--- src/hw/rtl/subresource_range_splitter_top_macros.svh ---
// assertion macros for the subresource range splitter
`ifndef SUBRESOURCE_RANGE_SPLITTER_TOP_MACROS_SVH
`define SUBRESOURCE_RANGE_SPLITTER_TOP_MACROS_SVH

`ifndef SYNTHESIS

// same-cycle implication, checked outside reset
`define SSPLIT_ASSERT_IMPLY(label, clk, rst_n, ante, cons) \
  label: assert property (@(posedge clk) disable iff (!rst_n) (ante) |-> (cons)) \
    else $error("ssplit check failed");

// next-cycle implication, checked outside reset
`define SSPLIT_ASSERT_NEXT(label, clk, rst_n, ante, cons) \
  label: assert property (@(posedge clk) disable iff (!rst_n) (ante) |=> (cons)) \
    else $error("ssplit check failed");

`else

`define SSPLIT_ASSERT_IMPLY(label, clk, rst_n, ante, cons)
`define SSPLIT_ASSERT_NEXT(label, clk, rst_n, ante, cons)

`endif

`endif

--- src/hw/rtl/ssplit_pkg.sv ---
// shared types, widths and the axis cut function of the range splitter
package ssplit_pkg;

  localparam int LAYER_BITS = 11;
  localparam int MIP_BITS   = 4;
  localparam int MAX_PIECES = 5;
  localparam int ASPECT_W   = 4;

  // common axis width and derived arithmetic widths
  localparam int CW     = (LAYER_BITS > MIP_BITS) ? LAYER_BITS : MIP_BITS;
  localparam int CNT_W  = CW + 1;
  localparam int SUM_W  = CW + 2;
  localparam int DIF_W  = CW + 3;
  localparam int END_W  = CW + 3;
  localparam int PNUM_W = $clog2(MAX_PIECES);

  localparam logic [PNUM_W-1:0] LAST_NUM = PNUM_W'(MAX_PIECES - 1);

  // request queue between front and back
  localparam int QUEUE_DEPTH = 2;
  localparam int QPTR_W      = (QUEUE_DEPTH > 1) ? $clog2(QUEUE_DEPTH) : 1;

  typedef struct packed {
    logic [ASPECT_W-1:0]   target_aspect;
    logic [LAYER_BITS-1:0] target_base_layer;
    logic [LAYER_BITS:0]   target_layer_count;
    logic [MIP_BITS-1:0]   target_base_mip;
    logic [MIP_BITS:0]     target_level_count;
    logic [LAYER_BITS-1:0] cutter_base_layer;
    logic [LAYER_BITS:0]   cutter_layer_count;
    logic [MIP_BITS-1:0]   cutter_base_mip;
    logic [MIP_BITS:0]     cutter_level_count;
  } req_t;

  typedef struct packed {
    logic [ASPECT_W-1:0] piece_aspect;
    logic [LAYER_BITS:0] piece_base_layer;
    logic [LAYER_BITS:0] piece_layer_count;
    logic [MIP_BITS:0]   piece_base_mip;
    logic [MIP_BITS:0]   piece_level_count;
    logic [PNUM_W-1:0]   piece_number;
    logic                last_piece;
  } piece_t;

  // up to three spans of one axis, packed to the front
  typedef struct packed {
    logic [1:0]                n;
    logic [2:0][SUM_W-1:0]     base;
    logic [2:0][CNT_W-1:0]     cnt;
  } span_set_t;

  // classified request as handed from front to back
  typedef struct packed {
    logic [ASPECT_W-1:0]         aspect;
    logic [1:0]                  lay_n;
    logic [2:0][LAYER_BITS:0]    lay_base;
    logic [2:0][LAYER_BITS:0]    lay_cnt;
    logic [2:0]                  lay_in;
    logic [1:0]                  mip_n;
    logic [2:0][MIP_BITS:0]      mip_base;
    logic [2:0][MIP_BITS:0]      mip_cnt;
    logic [MIP_BITS:0]           tgt_mip_base;
    logic [MIP_BITS:0]           tgt_mip_cnt;
  } plan_t;

  typedef struct packed {
    logic full;
    logic has_data;
  } q_stat_t;

  // cut span [base, base+cnt) at both cutter edges, clamped into the span;
  // order: part before cutter, part after it, part inside it
  function automatic span_set_t cut_axis(input logic [CW-1:0]    base,
                                         input logic [CNT_W-1:0] cnt,
                                         input logic [CW-1:0]    cbase,
                                         input logic [CNT_W-1:0] ccnt);
    span_set_t               r;
    logic signed [DIF_W-1:0] dlo;
    logic signed [DIF_W-1:0] dhi;
    logic [CNT_W-1:0]        lo;
    logic [CNT_W-1:0]        hi;
    logic [1:0]              n;
    r   = '0;
    n   = '0;
    dlo = $signed({3'b000, cbase}) - $signed({3'b000, base});
    dhi = $signed({3'b000, cbase}) + $signed({2'b00, ccnt}) - $signed({3'b000, base});
    if (dlo[DIF_W-1]) begin
      lo = '0;
    end else if (dlo > $signed({2'b00, cnt})) begin
      lo = cnt;
    end else begin
      lo = dlo[CNT_W-1:0];
    end
    if (dhi[DIF_W-1]) begin
      hi = '0;
    end else if (dhi > $signed({2'b00, cnt})) begin
      hi = cnt;
    end else begin
      hi = dhi[CNT_W-1:0];
    end
    if (lo != '0 && lo < cnt) begin
      r.base[n] = {2'b00, base};
      r.cnt[n]  = lo;
      n         = n + 2'd1;
    end
    if (hi != '0 && hi < cnt) begin
      r.base[n] = {2'b00, base} + {1'b0, hi};
      r.cnt[n]  = cnt - hi;
      n         = n + 2'd1;
    end
    if (hi > lo) begin
      r.base[n] = {2'b00, base} + {1'b0, lo};
      r.cnt[n]  = hi - lo;
      n         = n + 2'd1;
    end
    if (n == 2'd0) begin
      r.base[0] = {2'b00, base};
      r.cnt[0]  = cnt;
      n         = 2'd1;
    end
    r.n = n;
    return r;
  endfunction

endpackage

--- src/hw/rtl/ssplit_if.sv ---
// valid/ready channel interfaces for requests and pieces
interface ssplit_req_if;
  import ssplit_pkg::*;

  logic valid;
  logic ready;
  req_t data;

  modport source (output valid, output data, input ready);
  modport sink (input valid, input data, output ready);
endinterface

interface ssplit_piece_if;
  import ssplit_pkg::*;

  logic   valid;
  logic   ready;
  piece_t data;

  modport source (output valid, output data, input ready);
  modport sink (input valid, input data, output ready);
endinterface

--- src/hw/rtl/ssplit_front.sv ---
// front end: accepts a request and cuts both axes into a piece plan
module ssplit_front (
  ssplit_req_if.sink         in_req,
  input  ssplit_pkg::q_stat_t stat,
  output logic               push,
  output ssplit_pkg::plan_t  plan
);
  import ssplit_pkg::*;

  span_set_t        lay_set;
  span_set_t        mip_set;
  logic [CW-1:0]    cbl_w;
  logic [CNT_W-1:0] clc_w;
  logic [END_W-1:0] cut_end;
  logic [END_W-1:0] span_end;

  // accept whenever the queue has room
  assign in_req.ready = !stat.full;
  assign push         = in_req.valid && !stat.full;

  assign cbl_w = CW'(in_req.data.cutter_base_layer);
  assign clc_w = CNT_W'(in_req.data.cutter_layer_count);

  // cut both axes
  always_comb begin
    lay_set = cut_axis(CW'(in_req.data.target_base_layer),
                       CNT_W'(in_req.data.target_layer_count),
                       cbl_w, clc_w);
    mip_set = cut_axis(CW'(in_req.data.target_base_mip),
                       CNT_W'(in_req.data.target_level_count),
                       CW'(in_req.data.cutter_base_mip),
                       CNT_W'(in_req.data.cutter_level_count));
  end

  assign cut_end = END_W'(cbl_w) + END_W'(clc_w);

  // build plan, marking layer spans that sit wholly inside the cutter
  always_comb begin
    plan              = '0;
    span_end          = '0;
    plan.aspect       = in_req.data.target_aspect;
    plan.lay_n        = lay_set.n;
    plan.mip_n        = mip_set.n;
    plan.tgt_mip_base = (MIP_BITS + 1)'(in_req.data.target_base_mip);
    plan.tgt_mip_cnt  = in_req.data.target_level_count;
    for (int s = 0; s < 3; s++) begin
      span_end         = END_W'(lay_set.base[s]) + END_W'(lay_set.cnt[s]);
      plan.lay_base[s] = lay_set.base[s][LAYER_BITS:0];
      plan.lay_cnt[s]  = lay_set.cnt[s][LAYER_BITS:0];
      plan.lay_in[s]   = (END_W'(lay_set.base[s]) >= END_W'(cbl_w)) && (span_end <= cut_end);
      plan.mip_base[s] = mip_set.base[s][MIP_BITS:0];
      plan.mip_cnt[s]  = mip_set.cnt[s][MIP_BITS:0];
    end
  end

endmodule

--- src/hw/rtl/ssplit_fifo.sv ---
// short plan queue that decouples the front end from the piece sequencer
module ssplit_fifo (
  input  logic                clk,
  input  logic                rst_n,
  input  logic                push,
  input  ssplit_pkg::plan_t   wr_plan,
  input  logic                pop,
  output ssplit_pkg::plan_t   head,
  output ssplit_pkg::q_stat_t stat
);
  import ssplit_pkg::*;

  plan_t             entries_r [QUEUE_DEPTH];
  logic [QPTR_W-1:0] wr_ptr_r;
  logic [QPTR_W-1:0] rd_ptr_r;
  logic [QPTR_W:0]   count_r;
  logic [QPTR_W-1:0] wr_ptr_nxt;
  logic [QPTR_W-1:0] rd_ptr_nxt;
  logic [QPTR_W:0]   count_nxt;

  assign stat.full     = (count_r == (QPTR_W + 1)'(QUEUE_DEPTH));
  assign stat.has_data = (count_r != '0);
  assign head          = entries_r[rd_ptr_r];

  // pointer and occupancy update
  always_comb begin
    wr_ptr_nxt = wr_ptr_r;
    rd_ptr_nxt = rd_ptr_r;
    count_nxt  = count_r;
    if (push) begin
      wr_ptr_nxt = (wr_ptr_r == QPTR_W'(QUEUE_DEPTH - 1)) ? '0 : wr_ptr_r + 1'b1;
    end
    if (pop) begin
      rd_ptr_nxt = (rd_ptr_r == QPTR_W'(QUEUE_DEPTH - 1)) ? '0 : rd_ptr_r + 1'b1;
    end
    if (push && !pop) begin
      count_nxt = count_r + 1'b1;
    end else if (pop && !push) begin
      count_nxt = count_r - 1'b1;
    end
  end

  always_ff @(posedge clk) begin
    if (!rst_n) begin
      wr_ptr_r <= '0;
      rd_ptr_r <= '0;
      count_r  <= '0;
    end else begin
      wr_ptr_r <= wr_ptr_nxt;
      rd_ptr_r <= rd_ptr_nxt;
      count_r  <= count_nxt;
    end
  end

  // entry storage
  always_ff @(posedge clk) begin
    if (push) begin
      entries_r[wr_ptr_r] <= wr_plan;
    end
  end

endmodule

--- src/hw/rtl/ssplit_back.sv ---
// back end: walks the plan at the queue head, one piece per cycle unless the output stalls
module ssplit_back (
  input  logic                clk,
  input  logic                rst_n,
  input  ssplit_pkg::plan_t   head,
  input  ssplit_pkg::q_stat_t stat,
  output logic                pop,
  ssplit_piece_if.source      out_piece
);
  import ssplit_pkg::*;

  logic [1:0]        lay_idx_r;
  logic [1:0]        mip_idx_r;
  logic [PNUM_W-1:0] num_r;
  logic              valid_r;
  piece_t            piece_r;
  piece_t            piece_nxt;
  logic              in_cut;
  logic              mip_last;
  logic              lay_last;
  logic              span_done;
  logic              last;
  logic              advance;

  // position within the current plan
  always_comb begin
    in_cut    = head.lay_in[lay_idx_r];
    mip_last  = (mip_idx_r == head.mip_n - 2'd1);
    lay_last  = (lay_idx_r == head.lay_n - 2'd1);
    span_done = !in_cut || mip_last;
    last      = lay_last && span_done;
    advance   = stat.has_data && (!valid_r || out_piece.ready);
    pop       = advance && last;
  end

  // next piece
  always_comb begin
    piece_nxt.piece_aspect      = head.aspect;
    piece_nxt.piece_base_layer  = head.lay_base[lay_idx_r];
    piece_nxt.piece_layer_count = head.lay_cnt[lay_idx_r];
    piece_nxt.piece_base_mip    = in_cut ? head.mip_base[mip_idx_r] : head.tgt_mip_base;
    piece_nxt.piece_level_count = in_cut ? head.mip_cnt[mip_idx_r] : head.tgt_mip_cnt;
    piece_nxt.piece_number      = num_r;
    piece_nxt.last_piece        = last;
  end

  // sequencer and output valid
  always_ff @(posedge clk) begin
    if (!rst_n) begin
      lay_idx_r <= '0;
      mip_idx_r <= '0;
      num_r     <= '0;
      valid_r   <= 1'b0;
    end else if (advance) begin
      valid_r <= 1'b1;
      if (last) begin
        lay_idx_r <= '0;
        mip_idx_r <= '0;
        num_r     <= '0;
      end else begin
        num_r <= num_r + 1'b1;
        if (span_done) begin
          lay_idx_r <= lay_idx_r + 2'd1;
          mip_idx_r <= '0;
        end else begin
          mip_idx_r <= mip_idx_r + 2'd1;
        end
      end
    end else if (out_piece.ready) begin
      valid_r <= 1'b0;
    end
  end

  // output payload register
  always_ff @(posedge clk) begin
    if (advance) begin
      piece_r <= piece_nxt;
    end
  end

  assign out_piece.valid = valid_r;
  assign out_piece.data  = piece_r;

endmodule

--- src/hw/rtl/subresource_range_splitter_top.sv ---
// Subresource range splitter: each request (target and cutter rectangles of
// array layers by mip levels, plus an aspect mask) yields one to five pieces,
// numbered from zero with the final one flagged by last_piece. The front end
// cuts both axes as a request is accepted and parks the result in a two-entry
// queue; the back end emits one piece per cycle from the queue head, while the
// piece channel does not stall, through an output register. Requests are
// accepted back to back while the queue has room, independent of stalls on the
// piece channel.
module subresource_range_splitter_top (
  input  logic           clk,
  input  logic           rst_n,
  ssplit_req_if.sink     in_req,
  ssplit_piece_if.source out_piece
);
  import ssplit_pkg::*;

`include "subresource_range_splitter_top_macros.svh"

  plan_t   wr_plan;
  plan_t   head;
  q_stat_t stat;
  logic    push;
  logic    pop;

  // request classification
  ssplit_front u_front (
    .in_req (in_req),
    .stat   (stat),
    .push   (push),
    .plan   (wr_plan)
  );

  // plan queue
  ssplit_fifo u_fifo (
    .clk     (clk),
    .rst_n   (rst_n),
    .push    (push),
    .wr_plan (wr_plan),
    .pop     (pop),
    .head    (head),
    .stat    (stat)
  );

  // piece sequencer
  ssplit_back u_back (
    .clk       (clk),
    .rst_n     (rst_n),
    .head      (head),
    .stat      (stat),
    .pop       (pop),
    .out_piece (out_piece)
  );

  // checks
  `SSPLIT_ASSERT_IMPLY(a_num_range, clk, rst_n, out_piece.valid, out_piece.data.piece_number <= LAST_NUM)
  `SSPLIT_ASSERT_IMPLY(a_fifth_last, clk, rst_n, out_piece.valid && out_piece.data.piece_number == LAST_NUM, out_piece.data.last_piece)
  `SSPLIT_ASSERT_NEXT(a_run_continues, clk, rst_n, out_piece.valid && out_piece.ready && !out_piece.data.last_piece, out_piece.valid)
  `SSPLIT_ASSERT_IMPLY(a_pop_has_data, clk, rst_n, pop, stat.has_data)

endmodule
--- src/flat_wrapper.sv ---
// flat-port wrapper written by rule: the top's interface ports become plain ports
module subresource_range_splitter_top_flat import ssplit_pkg::*;
  (clk, rst_n, in_req_valid, in_req_data, in_req_ready, out_piece_valid, out_piece_data, out_piece_ready);
  ssplit_req_if in_req_i ();
  ssplit_piece_if out_piece_i ();
  input  logic clk;
  input  logic rst_n;
  input wire logic [$bits(in_req_i.valid)-1:0] in_req_valid;
  input wire logic [$bits(in_req_i.data)-1:0] in_req_data;
  output wire logic [$bits(in_req_i.ready)-1:0] in_req_ready;
  output wire logic [$bits(out_piece_i.valid)-1:0] out_piece_valid;
  output wire logic [$bits(out_piece_i.data)-1:0] out_piece_data;
  input wire logic [$bits(out_piece_i.ready)-1:0] out_piece_ready;
  assign in_req_i.valid = in_req_valid;
  assign in_req_i.data = in_req_data;
  assign in_req_ready = in_req_i.ready;
  assign out_piece_valid = out_piece_i.valid;
  assign out_piece_data = out_piece_i.data;
  assign out_piece_i.ready = out_piece_ready;
  subresource_range_splitter_top u_core (.clk(clk), .rst_n(rst_n), .in_req(in_req_i), .out_piece(out_piece_i));
endmodule
--- config.mk ---
export PLATFORM = sky130hd
export DESIGN_NAME = subresource_range_splitter_top_flat
export DESIGN_NICKNAME = d
export VERILOG_FILES = /design/src/hw/rtl/ssplit_pkg.sv /design/src/hw/rtl/ssplit_if.sv /design/src/hw/rtl/ssplit_front.sv /design/src/hw/rtl/ssplit_fifo.sv /design/src/hw/rtl/ssplit_back.sv /design/src/hw/rtl/subresource_range_splitter_top.sv /design/src/flat_wrapper.sv
export VERILOG_INCLUDE_DIRS = /design/src /design/src/hw/rtl
export SDC_FILE = /design/constraint.sdc
export NUM_CORES = 1
export LEC_CHECK = 0
export BUFFER_PORTS_ARGS = -buffer_cell sky130_fd_sc_hd__buf_4
export CAP_MARGIN = 15
export CORE_MARGIN = 2
export CORE_UTILIZATION = 40
export CTS_BUF_LIST = sky130_fd_sc_hd__clkbuf_4
export DETAILED_ROUTE_END_ITERATION = 6
export SYNTH_ARGS = -nofsm -noshare
export SYNTH_HDL_FRONTEND = slang
export SYNTH_SLANG_ARGS = --single-unit
--- constraint.sdc ---
create_clock -name clk -period 13.8 [get_ports clk]
set_input_delay 2.76 -clock clk [delete_from_list [all_inputs] [get_ports clk]]
set_output_delay 2.76 -clock clk [all_outputs]
set_load 0.005 [all_outputs]
## Word-level counts from Yosys, hierarchy flattened

Memory sizes are Yosys's and may differ from the RTL's. A register that Yosys moved wholly into a read port is not among the register bits.
Index checks and enable logic that the tools add are counted.

- Muxes and demuxes: 79
- Reductions and logical operators: 35
- $add $sub $neg: 31
- Magnitude comparators: 26
- Equal/unequal tests: 3

Operators with widths:

| cell | count |
|---|---|
| 75-bit two-way mux | 3 |
| 12-bit two-way mux | 17 |
| 39-bit bitwise mux | 4 |
| 36-bit bitwise mux | 4 |
| 13-bit demux with 2-bit select | 4 |
| 12-bit demux with 2-bit select | 4 |
| 67-bit two-way mux | 1 |
| 13-bit two-way mux | 5 |
| 11-bit by 12-bit adder with 13-bit output | 4 |
| 12-bit binary-select mux with 2-bit select | 2 |
| 12-bit nonzero test | 4 |
| 13-bit by 12-bit adder with 14-bit output | 3 |
| 14-bit by 13-bit less-or-equal comparator with 1-bit output | 3 |
| 13-bit by 11-bit greater-or-equal comparator with 1-bit output | 3 |
| 12-bit subtractor | 3 |
| 5-bit two-way mux | 6 |
| 4-bit by 12-bit adder with 13-bit output | 2 |
| 12-bit greater-than comparator | 2 |
| 12-bit < comparator | 2 |
| 12-bit by 5-bit < comparator with 1-bit output | 2 |
| 2-bit two-way mux | 12 |
| 5-bit binary-select mux with 2-bit select | 2 |
| 2-bit by 3-bit < comparator with 1-bit output (second input constant) | 6 |
| 1-bit logical AND | 17 |
| 27 further kinds | 59 |

- Memory bits (writable): 244
- Logic and storage cells: 189
- Memories: 1
- Register bits after elaboration: 54

Memories:

| name | depth | width | rd ports | clocked after memory_dff | wr ports | RTL line | source |
|---|---|---|---|---|---|---|---|
| u_core.u_fifo.entries_r | 2 | 122 | 1 | 1 | 1 | ssplit_fifo.sv:13 | `plan_t entries_r [QUEUE_DEPTH];` |

## Depth between registers and ports, before layout

- Depth in word-level cells: 19
- Depth in mapped cells: 57
- Mapped depth without buffers: 55

## Hierarchy

Synthesis repeated with hierarchy kept, for this count alone.

- Cell total of the unflattened synthesis: 2207
- Area total of the unflattened synthesis: 23435.0 um^2

By module, submodules not included:

| module | cells an instance | seq. area each (um^2) | instances | area an instance (um^2) |
|---|---|---|---|---|
| ssplit_front | 1571 | 0.0 | 1 | 11472.3 |
| ssplit_fifo | 405 | 7487.2 | 1 | 9385.3 |
| ssplit_back | 231 | 1421.4 | 1 | 2577.5 |

## Worst setup path before layout

OpenSTA, ideal clock, no wires.

- Path type: in2reg
- Start: input port in_req_data[22]
- End: memory u_core.u_fifo.entries_r[0][41] (netlist bit) (data pin)
- Library setup time: 0.137 ns
- Slack: 0.837 ns
- Arrival time: 12.826 ns
- Data required time: 13.663 ns
- Stages on the path: 48
- Buffers on the path: 3
- Cells stage by stage: inv_1 fa_1 inv_1 fa_1 a211oi_1 o31ai_2 and2_1 a211oi_1 ha_1 and4_1 o211ai_1 a31oi_1 o41ai_2 nand3b_4 buf_2 mux2i_1 or2_2 ha_1 [12 not listed] a22oi_1 o21ai_1 ha_1 a21o_1 a21oi_1 nor2b_1 o21a_1 o41ai_1 o21ai_0 a21oi_1 ha_1 nand4_1 a21oi_1 o31a_1 o211ai_1 a21oi_1 a21oi_1 o31a_1

RTL lines:

| element | RTL line | source |
|---|---|---|
| start: declaration | flat_wrapper.sv:9 | `input wire logic [$bits(in_req_i.data)-1:0] in_req_data;` |
| end: declaration | ssplit_fifo.sv:13 |  |

==> impl_summary.txt <==
----------------------------------------------------
[Yosys]
  Yosys reg bits ... 299
  Count of different cell masters after synthesis ... 87
  Post-Syn Nets ... 2507
  Most used DFF post-synth ... edfxtp_1
  Synth warn ... 0
  Post-synthesis sequential area ratio ... 39.28%
  Average size of a mapped cell ... 10.59 µm²
  Leading post-synthesis cells by cell area ... edfxtp_1 38%, ha_1 15%, mux4_2 3.5%
  Count of flip-flops with a built-in enable after synthesis ... 286
  Share of the synthesized area in the top cell type ... 38.12%
  Mapped Area ... 0.02253 mm²
  Fraction of registers with async set or reset after synthesis ... 0%
  Largest area contributor in the netlist ... edfxtp_1
  Cell count after synthesis ... 2127

[Clock network]
  Number of H-tree levels ... 3
  Worst-Skew Late Latency ... 0.74 ns
  CTS resizes ... 0
  Clock tree from TritonCTS ... yes
  CTS buffer count ... 75
  TritonCTS sink count ... 299
  Number of buffers inserted to repair setup after CTS ... 0
  Clock tree root buffer cell ... clkbuf_4
  Number of buffers on the longest clock path ... 3
  Number of buffers added to fix hold violations after cts ... 0
  Clk slew on worst S/H paths ... 0.06 ns

[Routing]
  Violation count after the first detailed-routing iteration ... 1463
  Post-route antenna net violation count ... 0
  Remaining DRCs ... 0
  Router iterations before antenna repair ... 5
  Via count of the routed design ... 17990
  Routed length per instance ... 21.23 µm
  Final WL ... 67400 µm
  Vias per inst ... 5.667

[Setup path]
  Req. time, crit path ... 14.37 ns
  Largest fanout of any net on the critical path ... 9
  Library cell contributing the largest single delay on the critical path ... fa_1
  Crit Path Category ... in2reg
  Family of cells with the greatest summed delay on the critical path ... compound AO/OA/AOI/OAI gates
  Largest incremental delay on the critical path ... 0.55 ns
  R2r endpoint ... u_core.u_fifo.count_r[1]$_SDFFE_PN0P_
  CP arrival ... 13.71 ns
  Number of cell instances on the worst register-to-register path ... 8
  Worst Path Buf+Inv ... 5
  Worst setup SP type ... input port
  Register-to-register setup slack ... 9.81 ns
  Kind of end point of the critical path ... register

[Layout]
  Count of non-filler cells in the finished layout ... 3174
  Share of post-route cells with drive strength above 1 ... 18.61%
  Top library cells by usage in the layout, fill and taps aside ... 286 x edfxtp_1, 277 x ha_1, 224 x buf_4
  Flip-flop and latch area ... 0.008852 mm²
  Nets ... 2753
  Area used by multi-input combinational logic ... 0.01274 mm²
  Area growth syn-to-layout ... 14.98%
  Core occupancy in the finished layout ... 46.74%
  Most common library cell in the layout ignoring fill and taps ... edfxtp_1
  Number of inserted filler cells in the final layout ... 5132

[Min path]
  Worst Min Path Start ... u_core.u_back.num_r[1]$_SDFFE_PN0P_
  Worst hold stages ... 0
  Classification of the worst-slack hold path ... reg2reg
  Endpoint of the worst hold path ... u_core.u_back.out_piece.data[2]$_DFFE_PP_

[Floorplan]
  Row count ... 86
  Die Height ... 241.3 µm
  Initial Util ... 40.65%
  Core Footprint ... 0.05542 mm²
  Io pins ... 116
  Die outline width ... 241.3 µm
  Die Area ... 0.05823 mm²

[Job]
  Max-capacitance violation count ... 0

[Placement]
  Global placement routability congestion ... 0.9597
  Count of port buffers added during placement ... 115
  Detail Placement HPWL ... 53820 µm
  Total placed cells including tap cells ... 3044

[Timing]
  Upper clock frequency limit ... 76.15 MHz
  Final clock skew ... 0.06020 ns
  Final worst path period need ... 13.13 ns
  Min Hold Slack ... 0.4691 ns
  Number of failing hold endpoints at the final stage ... 0
  Max Slew Vio Count ... 0
  Remaining max-slew budget at the tightest pin ... 21.01%
  Endpoints failing setup ... 0
  Period Utilization, post-route ... 95.17%
  Least-Margin Pin Slew ... 1.185 ns
  Accumulated negative setup slack ... 0 ns
  Unrepaired setup endpoints after global routing ... false

[Run status]
  Result of the run ... completed

[GRT]
  Initial antenna violation count ... 2
  Global-route wire length before repair ... 102800 µm
  Final global-route overflow total ... 0
  Total track usage ... 23.24%
  Maximum number of pins on one net before global-route repair ... 65
  Vias in the first global route ... 18100

[Power]
  Peak ir drop on the vdd network ... 0.0001529 V
  Total power per unit cell area ... 283.1 mW/mm²
  Static Leakage ... 0.01109 µW

----------------------------------------------------
[kinds of logic after synthesis]
logic type	synth area share, %
xor+xnor	4.432
fa+ha+maj	18.14
flops	39.28
compound gates	15.97
buf+inv	4.305
other cells	0.03334
simple gates	11.09
mux	6.749
[area by class of cell]
class / count / area share (%)
Multi-Input combinational cell: 1579 / 49.21
Antenna cell: 3 / 0.02898
Sequential cell: 299 / 34.18
Clock buffer: 106 / 3.072
Inverter: 193 / 2.797
Clock inverter: 21 / 0.5362
Tap cell: 748 / 3.613
Timing Repair Buffer: 225 / 6.570
[state kept, by name (all words and copies together), names as in the netlist, named ones only]
name and cells:
u_core.u_back.out_piece.data 42, u_core.u_fifo.count_r 2, u_core.u_fifo.entries_r 244, u_core.u_back.out_piece.valid 1, u_core.u_back.mip_idx_r 2, u_core.u_back.num_r 3, u_core.u_fifo.rd_ptr_r 1, u_core.u_fifo.wr_ptr_r 1
u_core.u_back.lay_idx_r 2
[report_power, final]
| part | switching (µW) | internal (µW) | total (µW) |
|---|---|---|---|
| Sequential | 110 | 1520 | 1630 |
| Combinational | 2850 | 2130 | 4970 |
| Clock | 341 | 391 | 732 |
| Total | 3300 | 4030 | 7330 |
[cell usage after synthesis, types with 18 or more instances]
library cell / count
edfxtp_1: 286
ha_1: 277
inv_1: 190
nor2_1: 174
a21oi_1: 131
nand2_1: 112
o21ai_0: 88
xnor2_1: 63
mux2i_1: 54
a21o_1: 52
xor2_1: 51
nor3_1: 41
nand3_1: 38
mux4_2: 35
o22ai_1: 35
nor2b_1: 33
clkbuf_1: 31
fa_1: 31
o21a_1: 29
a31oi_1: 22
or2_2: 19
and2_1: 18
nand2b_1: 18
nand4_1: 18
[worst max-delay path by stage]
stage                               start                                        to  slack [ns]  cells past startpoint
after global placement    in_req_data[22]  u_core.u_fifo.entries_r[0][41]$_DFFE_PP_        0.19                     50
after floorplan           in_req_data[22]  u_core.u_fifo.entries_r[0][41]$_DFFE_PP_        0.84                     48
final                     in_req_data[25]  u_core.u_fifo.entries_r[1][41]$_DFFE_PP_        0.67                     52
after detailed placement  in_req_data[22]  u_core.u_fifo.entries_r[1][41]$_DFFE_PP_       -0.03                     49
after CTS                 in_req_data[22]  u_core.u_fifo.entries_r[1][41]$_DFFE_PP_        0.68                     50
after global routing      in_req_data[25]  u_core.u_fifo.entries_r[1][41]$_DFFE_PP_        0.03                     52
[worst register-to-register path, delay by kind of cell (launching register included)]
family                   cells  cell delay (ns)
adder cells (fa/ha/maj)      1             0.38
multiplexers                 1             0.67
AO/OA/AOI/OAI                3             1.34
AND/OR/NAND/NOR              3             0.68
flip-flops                   1             0.88
[per-layer routing]
metal	GRT usage (%)	vias up	wire (µm)
met5	0	-	0
met4	9.652	0	2505
met3	3.532	124	3901
met2	36.91	611	30280
met1	31.75	8776	30710
li1	-	8476	-
[through the flow]
stage | setup WS (ns) | area, µm² | power [µW]
final | 0.6672 | 25900 | 7333
after global routing | 0.02631 | 25900 | 7874
after CTS | 0.6840 | 25870 | 7287
after detailed placement | -0.03181 | 24940 | 6521
after global placement | 0.1929 | 24940 | 6427
after floorplan | 0.8371 | 22530 | 4711
Power figures use the tool's default switching activity.
